<file path="src/rtl/b64d_pkg.sv">
// b64d_pkg: item types, status codes and character decode for the base64 decoder
// no dependencies; imported by base64url_stream_decoder, b64d_props, b64d_checker and tb
package b64d_pkg;

  // item status codes
  typedef enum logic [1:0] {
    ST_OK   = 2'd0,
    ST_SKIP = 2'd1,
    ST_PAD  = 2'd2,
    ST_ERR  = 2'd3
  } status_t;

  // alphabet offsets
  localparam logic [5:0] LOWER_BASE = 6'd26;
  localparam logic [5:0] DIGIT_BASE = 6'd52;
  localparam logic [5:0] VAL_DASH   = 6'd62;
  localparam logic [5:0] VAL_SCORE  = 6'd63;

  // special characters
  localparam logic [7:0] CH_PAD = 8'h3D;  // '='
  localparam logic [7:0] CH_CR  = 8'h0D;
  localparam logic [7:0] CH_LF  = 8'h0A;

  typedef struct packed {
    logic [7:0] char_in;
    logic       first_char;
    logic       last_char;
  } in_item_t;

  typedef struct packed {
    logic       byte_valid;
    logic [7:0] data_byte;
    status_t    status;
    logic       end_of_string;
  } out_item_t;

  typedef struct packed {
    logic       ok;
    logic [5:0] value;
  } sextet_t;

  // map one character to its 6-bit value, ok low outside both alphabets
  function automatic sextet_t sextet_of(logic [7:0] ch);
    sextet_t s;
    logic [7:0] d;
    s.ok    = 1'b1;
    s.value = '0;
    d       = '0;
    if (ch >= 8'h41 && ch <= 8'h5A) begin
      d = ch - 8'h41;
      s.value = d[5:0];
    end else if (ch >= 8'h61 && ch <= 8'h7A) begin
      d = ch - 8'h61;
      s.value = d[5:0] + LOWER_BASE;
    end else if (ch >= 8'h30 && ch <= 8'h39) begin
      d = ch - 8'h30;
      s.value = d[5:0] + DIGIT_BASE;
    end else if (ch == 8'h2D || ch == 8'h2B) begin
      s.value = VAL_DASH;
    end else if (ch == 8'h5F || ch == 8'h2F) begin
      s.value = VAL_SCORE;
    end else begin
      s.ok = 1'b0;
    end
    return s;
  endfunction

endpackage

</file>
<file path="src/rtl/base64url_stream_decoder.sv">
// base64url_stream_decoder: streaming base64 / base64url character decoder
// depends on b64d_pkg
// an accepted item passes the input reg, then the result reg
// throughput: one item per cycle; in_stall only while both regs are full and out_stall is high
// reset: synchronous active-low rst_n clears both pipeline valids and the decode state
module base64url_stream_decoder (
  input  logic                clk,
  input  logic                rst_n,
  input  logic                in_valid,
  output logic                in_stall,
  input  b64d_pkg::in_item_t  in_item,
  output logic                out_valid,
  input  logic                out_stall,
  output b64d_pkg::out_item_t out_item
);
  import b64d_pkg::*;

  logic      s1_valid_r, s1_valid_nxt;
  in_item_t  s1_item_r;
  logic      out_valid_r, out_valid_nxt;
  out_item_t out_item_r, out_item_nxt;
  logic [11:0] buf_r, buf_nxt;
  logic [2:0]  pend_r, pend_nxt;
  logic        pad_r, pad_nxt;
  logic        err_r, err_nxt;

  logic s1_move, s1_fire, in_fire;

  // handshake: input reg moves when the result reg is empty or being taken
  assign s1_move  = !out_valid_r || !out_stall;
  assign s1_fire  = s1_valid_r && s1_move;
  assign in_stall = s1_valid_r && !s1_move;
  assign in_fire  = in_valid && !in_stall;

  // decode datapath
  logic [11:0] buf_cur, buf_sh;
  logic [2:0]  pend_cur, shift;
  logic        pad_cur, err_cur;
  logic [3:0]  bits;
  sextet_t     sx;
  logic [11:0] buf_upd;
  logic [2:0]  pend_upd;
  logic        pad_upd, err_upd;
  out_item_t   res;

  always_comb begin
    // a first character starts from cleared state
    buf_cur  = s1_item_r.first_char ? '0 : buf_r;
    pend_cur = s1_item_r.first_char ? '0 : pend_r;
    pad_cur  = s1_item_r.first_char ? 1'b0 : pad_r;
    err_cur  = s1_item_r.first_char ? 1'b0 : err_r;

    sx     = sextet_of(s1_item_r.char_in);
    buf_sh = {buf_cur[5:0], sx.value};
    bits   = {1'b0, pend_cur} + 4'd6;
    shift  = bits[2:0];

    buf_upd  = buf_cur;
    pend_upd = pend_cur;
    pad_upd  = pad_cur;
    err_upd  = err_cur;

    res.byte_valid    = 1'b0;
    res.data_byte     = '0;
    res.status        = ST_OK;
    res.end_of_string = s1_item_r.last_char;

    if (err_cur) begin
      res.status = ST_ERR;
    end else if (pad_cur) begin
      res.status = ST_PAD;
    end else if (s1_item_r.char_in == CH_PAD) begin
      pad_upd    = 1'b1;
      res.status = ST_PAD;
    end else if (s1_item_r.char_in == CH_CR || s1_item_r.char_in == CH_LF) begin
      res.status = ST_SKIP;
    end else if (!sx.ok) begin
      err_upd    = 1'b1;
      res.status = ST_ERR;
    end else begin
      buf_upd = buf_sh;
      // a byte is ready once 8 or more bits are pending
      if (bits[3]) begin
        res.byte_valid = 1'b1;
        pend_upd       = shift;
        case (shift)
          3'd2:    res.data_byte = buf_sh[9:2];
          3'd4:    res.data_byte = buf_sh[11:4];
          default: res.data_byte = buf_sh[7:0];
        endcase
      end else begin
        pend_upd = shift;
      end
    end
  end

  // next values for pipeline and decode state
  always_comb begin
    s1_valid_nxt  = s1_valid_r;
    out_valid_nxt = out_valid_r;
    out_item_nxt  = out_item_r;
    buf_nxt       = buf_r;
    pend_nxt      = pend_r;
    pad_nxt       = pad_r;
    err_nxt       = err_r;

    if (!in_stall) begin
      s1_valid_nxt = in_fire;
    end
    if (!out_valid_r || !out_stall) begin
      out_valid_nxt = s1_valid_r;
    end
    if (s1_fire) begin
      out_item_nxt = res;
      // the last character leaves the state cleared
      if (s1_item_r.last_char) begin
        buf_nxt  = '0;
        pend_nxt = '0;
        pad_nxt  = 1'b0;
        err_nxt  = 1'b0;
      end else begin
        buf_nxt  = buf_upd;
        pend_nxt = pend_upd;
        pad_nxt  = pad_upd;
        err_nxt  = err_upd;
      end
    end
  end

  // control registers
  always_ff @(posedge clk) begin
    if (!rst_n) begin
      s1_valid_r  <= 1'b0;
      out_valid_r <= 1'b0;
      buf_r       <= '0;
      pend_r      <= '0;
      pad_r       <= 1'b0;
      err_r       <= 1'b0;
    end else begin
      s1_valid_r  <= s1_valid_nxt;
      out_valid_r <= out_valid_nxt;
      buf_r       <= buf_nxt;
      pend_r      <= pend_nxt;
      pad_r       <= pad_nxt;
      err_r       <= err_nxt;
    end
  end

  // payload registers
  always_ff @(posedge clk) begin
    if (in_fire) begin
      s1_item_r <= in_item;
    end
    out_item_r <= out_item_nxt;
  end

  assign out_valid = out_valid_r;
  assign out_item  = out_item_r;

endmodule

</file>
<file path="config.mk">
export PLATFORM = sky130hd
export DESIGN_NAME = base64url_stream_decoder
export DESIGN_NICKNAME = d
export VERILOG_FILES = /design/src/rtl/b64d_pkg.sv /design/src/rtl/base64url_stream_decoder.sv
export SDC_FILE = /design/constraint.sdc
export NUM_CORES = 1
export LEC_CHECK = 0
export BUFFER_PORTS_ARGS = -buffer_cell sky130_fd_sc_hd__buf_2
export CAP_MARGIN = 30
export CORE_MARGIN = 3
export CORE_UTILIZATION = 52
export DETAILED_ROUTE_END_ITERATION = 10
export GPL_TIMING_DRIVEN = 0
export PLACE_DENSITY = 0.74
export REMOVE_ABC_BUFFERS = 1
export SYNTH_ARGS = -nofsm -noshare
export SYNTH_HDL_FRONTEND = slang
export SYNTH_SLANG_ARGS = --single-unit
</file>
<file path="constraint.sdc">
create_clock -name clk -period 2.7 [get_ports clk]
set_clock_uncertainty 0.15 [all_clocks]
set_input_delay 0.405 -clock clk [delete_from_list [all_inputs] [get_ports clk]]
set_output_delay 0.405 -clock clk [all_outputs]
set_load 0.02 [all_outputs]
</file>
# Word level (Yosys, flattened, before mapping)
# Index checks and enable logic that the tools add are counted.
# totals
register_bits	41
in_bits	14
out_inout_bits	14
wordCells	96
# classes
order_cmp	6
muxes	42
n_reduce_logical	17
n_addsub	6
n_eq_ne	9
bitwise_logic	2
# ops
cell	count
$mux 12	7
$eq 8x6->1 const B	4
$mux 6	5
$mux 3	7
$mux 1	19
$eq 8x4->1 const B	2
$ge 8x7->1 const B	2
$le 8x7->1 const B	2
$pmux 8 s2	1
$sub 6x6->6 const B	2
$mux 9	1
$eq 8x7->1 const B	1
$ge 8x6->1 const B	1
$le 8x6->1 const B	1
$add 6x5->6 const B	1
$add 6x6->6 const B	1
$logic_and 1x1->1	6
$reduce_or 6->1	1
$sub 6x1->6 const B	1
$reduce_or 5->1	1
$add 3x3->4 const B	1
$logic_not 1->1	4
$logic_or 1x1->1	4
$mux 2	2
4 further kinds	5

# Logic depth before layout (Yosys ltp)
# depth
depth_word	13
mapped_depth	10

# Least setup slack after synthesis
# No wires, ideal clock.
# synth_path
kind	flip-flop to flip-flop
from	register s1_item_r[1] (netlist name)
to	register out_item_r (netlist bit out_item[10]), data pin
t_arrival_ns	2.184
setup_slack_ns	0.110
period_less_slack_ns	2.590
path_stages_with_launch	9
required_ns	2.294
setup_time_ns	0.256
path_cell_list	edfxtp_1 -> inv_1 -> nand2_1 -> ha_1 -> nor3_1 -> nor2_1 -> a22o_1 -> a22oi_1 -> nor2_1
# synth_via
elab_chain_len	4
word_cells_on_any_way	10
classes_between	add/sub: 1; eq/ne: 2; mux: 5; bitwise: 1; reduce/logical: 1
# synth_rtl
element	line_no	source
start: declaration	base64url_stream_decoder.sv:19	in_item_t s1_item_r;
start signal: assignment	base64url_stream_decoder.sv:152	s1_item_r <= in_item;
$mux 3	base64url_stream_decoder.sv:49	pend_cur = s1_item_r.first_char ? '0 : pend_r;
$add 3x3->4	base64url_stream_decoder.sv:55	bits = {1'b0, pend_cur} + 4'd6;
$eq 3x3->1, or another cell as far along	base64url_stream_decoder.sv:86	case (shift)
$pmux 8 s2 or $reduce_or 6->1 (tied branches)	-	
end signal: assignment	base64url_stream_decoder.sv:154	out_item_r <= out_item_nxt;
end: declaration	base64url_stream_decoder.sv:21	out_item_t out_item_r, out_item_nxt;
# Several ways; a longest one is shown, not always the timed one.
# A chain may end at the register's enable or synchronous reset.

# Worst setup path after layout
# layout_path
from	register s1_item_r[2] (netlist name)
to	register out_item_r (netlist bit out_item[6]), data pin
# layout_via
elab_chain_len	9
word_cells_on_any_way	37
classes_between	add/sub: 5; order compare: 6; eq/ne: 7; mux: 11; bitwise: 1; reduce/logical: 7
# layout_rtl
element
branches (longest 9 deep; another with $sub 6x6->6)
# Several ways; the timed one is not identified.

==> results.cfg <==
[synth]
synth.distinct_cells = 56
ys_dominant_reg_cell = edfxtp_1
ys_seq_area_share_pct = 42.0
synth-edff-count = 22
avgSynthCellArea_sq_um = 9.66
netlist_area_sq_um = 2190
synth_seq_cells = 35
ys_warn_count = 0
syn_inst = 227
ys_async_sr_fraction_pct = 0

[clocking]
clock_insertion_delay_worst_skew_ns = 0.29
clock-sinks = 35
htree_levels = 2
cts_buffer_depth = 2
numCtsBuffers = 5
cts-root-buf = clkbuf_8
hold_buffers = 0
clk_pin_slew_worst_paths_ns = 0.07
cts_tree = yes

[floorplanning]
placement_rows = 22
die_x_um = 70.9
start_util_pct = 56.9
dieArea_sq_um = 5030
core-area_sq_um = 3850
die_h_um = 70.9
ioPinCount = 28

[cells_and_area]
area_growth_pct = 17.5
final_cell_mix = buf_2 (27), edfxtp_1 (22), nand2_1 (16), nand3_1 (16)
design_area_sq_um = 2580
final_common_cell = buf_2
diodes = 0
fin_nets = 289
drive_gt1_share_pct = 25.3

[sta]
slew_violations = 0
finalSetupTns_ns = 0
worst_pin_slew_ns = 0.755
slew_headroom_pct = 49.6
min_period_ns = 2.57
fin_crit_sh_pct = 95.3
fmax_mhz = 389
setup_viol = 0
hold_viol_final = 0

[drt]
drt_pass1_iterations = 5
ant_nets = 0
drc = 0
vias = 1954
finalWirelength_um = 5030
drt_iter0_drc = 172
wire_per_inst_um = 16.1
viasPerCell = 6.24

[power]
cellPowerDensity_nw_per_um2 = 472
leakagePower_nw = 0.980
peakVddDrop_v = 0.000326

[grt]
antenna_found_initial = 0
grt_max_degree = 17
track_usage_pct = 20.1
grt_pass1_vias = 1751
overflow = 0
grt_pass1_wl_um = 8110

[critical_path]
arrival_ns = 2.55
cp_max_fo = 6
worstSetupStartpointType = flop
worst_setup_path_end_kind = flop
crit_start = s1_item_r[2]$_DFFE_PP_
worstReg2RegEnd = out_item[6]$_SDFFCE_PP0P_
worstPathRequired_ns = 2.68
regToRegSetupSlack_ns = 0.13
crit_type = flop to flop
r2r-start = s1_item_r[2]$_DFFE_PP_
ff2ff_path_depth = 8

[job]
maxCapViolations = 0

[worst_hold_path]
hold_end = s1_item_r[6]$_DFFE_PP_
hp-start = in_item[6]
hold_path.class = input pin to flop
hold_depth = 1

[placed_design]
port_buffers = 27
place_area_sq_um = 2360
hpwl_um = 3510
place_congestion = 0.908

[run_status]
outcome = complete, no violations
[power by group]
part           internal, mW  switching, mW
combinational        0.0765          0.123
sequential            0.593         0.0209
clock                 0.209          0.193
total                 0.878          0.337
[flip-flops by register name (all words and copies together), names as in the netlist]
register	count
buf_r	6
err_r	1
out_item	12
out_valid	1
pad_r	1
pend_r	3
res	1
s1_item_r	9
s1_valid_r	1
[cells by family after synthesis]
group,synth area share (%)
compound gates,27.5
simple gates,18.4
flops,42.0
buf+inv,3.82
fa+ha+maj,6.27
xor+xnor,2.00
[metal layers]
metal / GRT usage [%] / part of all wire, % / vias up
li1: - / - / 939
met1: 28.1 / 45 / 909
met2: 30.7 / 46 / 95
met3: 5.11 / 7.4 / 11
met4: 6.47 / 1.8 / 0
met5: 0 / 0 / -
[through the flow]
stage | hold slack, ns | setup slack [ns] | instances | util [%] | power [mW]
2_1_floorplan | 0.282 | 0.103 | 221 | - | 0.753
3_3_place_gp | 0.301 | -0.403 | 296 | 61.3 | 0.804
3_5_place_dp | 0.304 | -0.368 | 296 | 61.3 | 0.805
4_1_cts | 0.133 | 0.0195 | 305 | 64.4 | 1.20
5_1_grt | 0.124 | -0.0263 | 313 | 66.9 | 1.27
6_report | 0.140 | 0.127 | 313 | 66.9 | 1.22
[layout make-up]
class | count | area [sq um]
Inverter | 15 | 56.3
Sequential cell | 35 | 921
Fill cell | 326 | 1280
Clock buffer | 7 | 86.3
Multi-Input combinational cell | 171 | 1240
Tap cell | 48 | 60.1
Timing Repair Buffer | 36 | 203
Clock inverter | 1 | 8.76
[repair_timing]
action                                  4_1_cts  5_1_grt
buffers inserted                              1        8
gates resized for setup                       4        9
pin swaps                                     0        2
endpoints found under the setup margin       11       11
[Yosys cell counts, drive strengths merged, types with 4 or more instances]
library cell,n,area [sq um]
xnor2,5,43.8
a31oi,6,37.5
inv,15,56.3
nor2b,7,43.8
a21oi,14,88.8
a211oi,4,35.0
ha,11,138
o21ai,11,66.3
o211ai,5,42.5
dfxtp,13,260
nand3,17,85.1
edfxtp,22,661
a22oi,4,30.0
nor3,4,20.0
nor2,15,56.3
nand2,16,60.1
[worst max-delay path, stage by stage (launching register included)]
cell      delay (ns)
edfxtp_1        0.46
inv_1           0.13
ha_1            0.28
nor2b_1         0.18
o21ai_2         0.25
nand2_1         0.13
o32ai_1         0.46
o21ai_0         0.15
a21oi_1         0.21
[worst max-delay path by stage]
stage / slack (ns) / endpoint / depth (start not counted)
2_1_floorplan: 0.10 / out_item[10]$_SDFFCE_PP0P_ / 8
3_3_place_gp: -0.40 / out_item[10]$_SDFFCE_PP0P_ / 8
3_5_place_dp: -0.37 / out_item[10]$_SDFFCE_PP0P_ / 8
4_1_cts: 0.02 / out_item[6]$_SDFFCE_PP0P_ / 6
5_1_grt: -0.03 / out_item[6]$_SDFFCE_PP0P_ / 8
6_report: 0.13 / out_item[6]$_SDFFCE_PP0P_ / 8
Note: power is estimated with default switching activity, not from simulation.
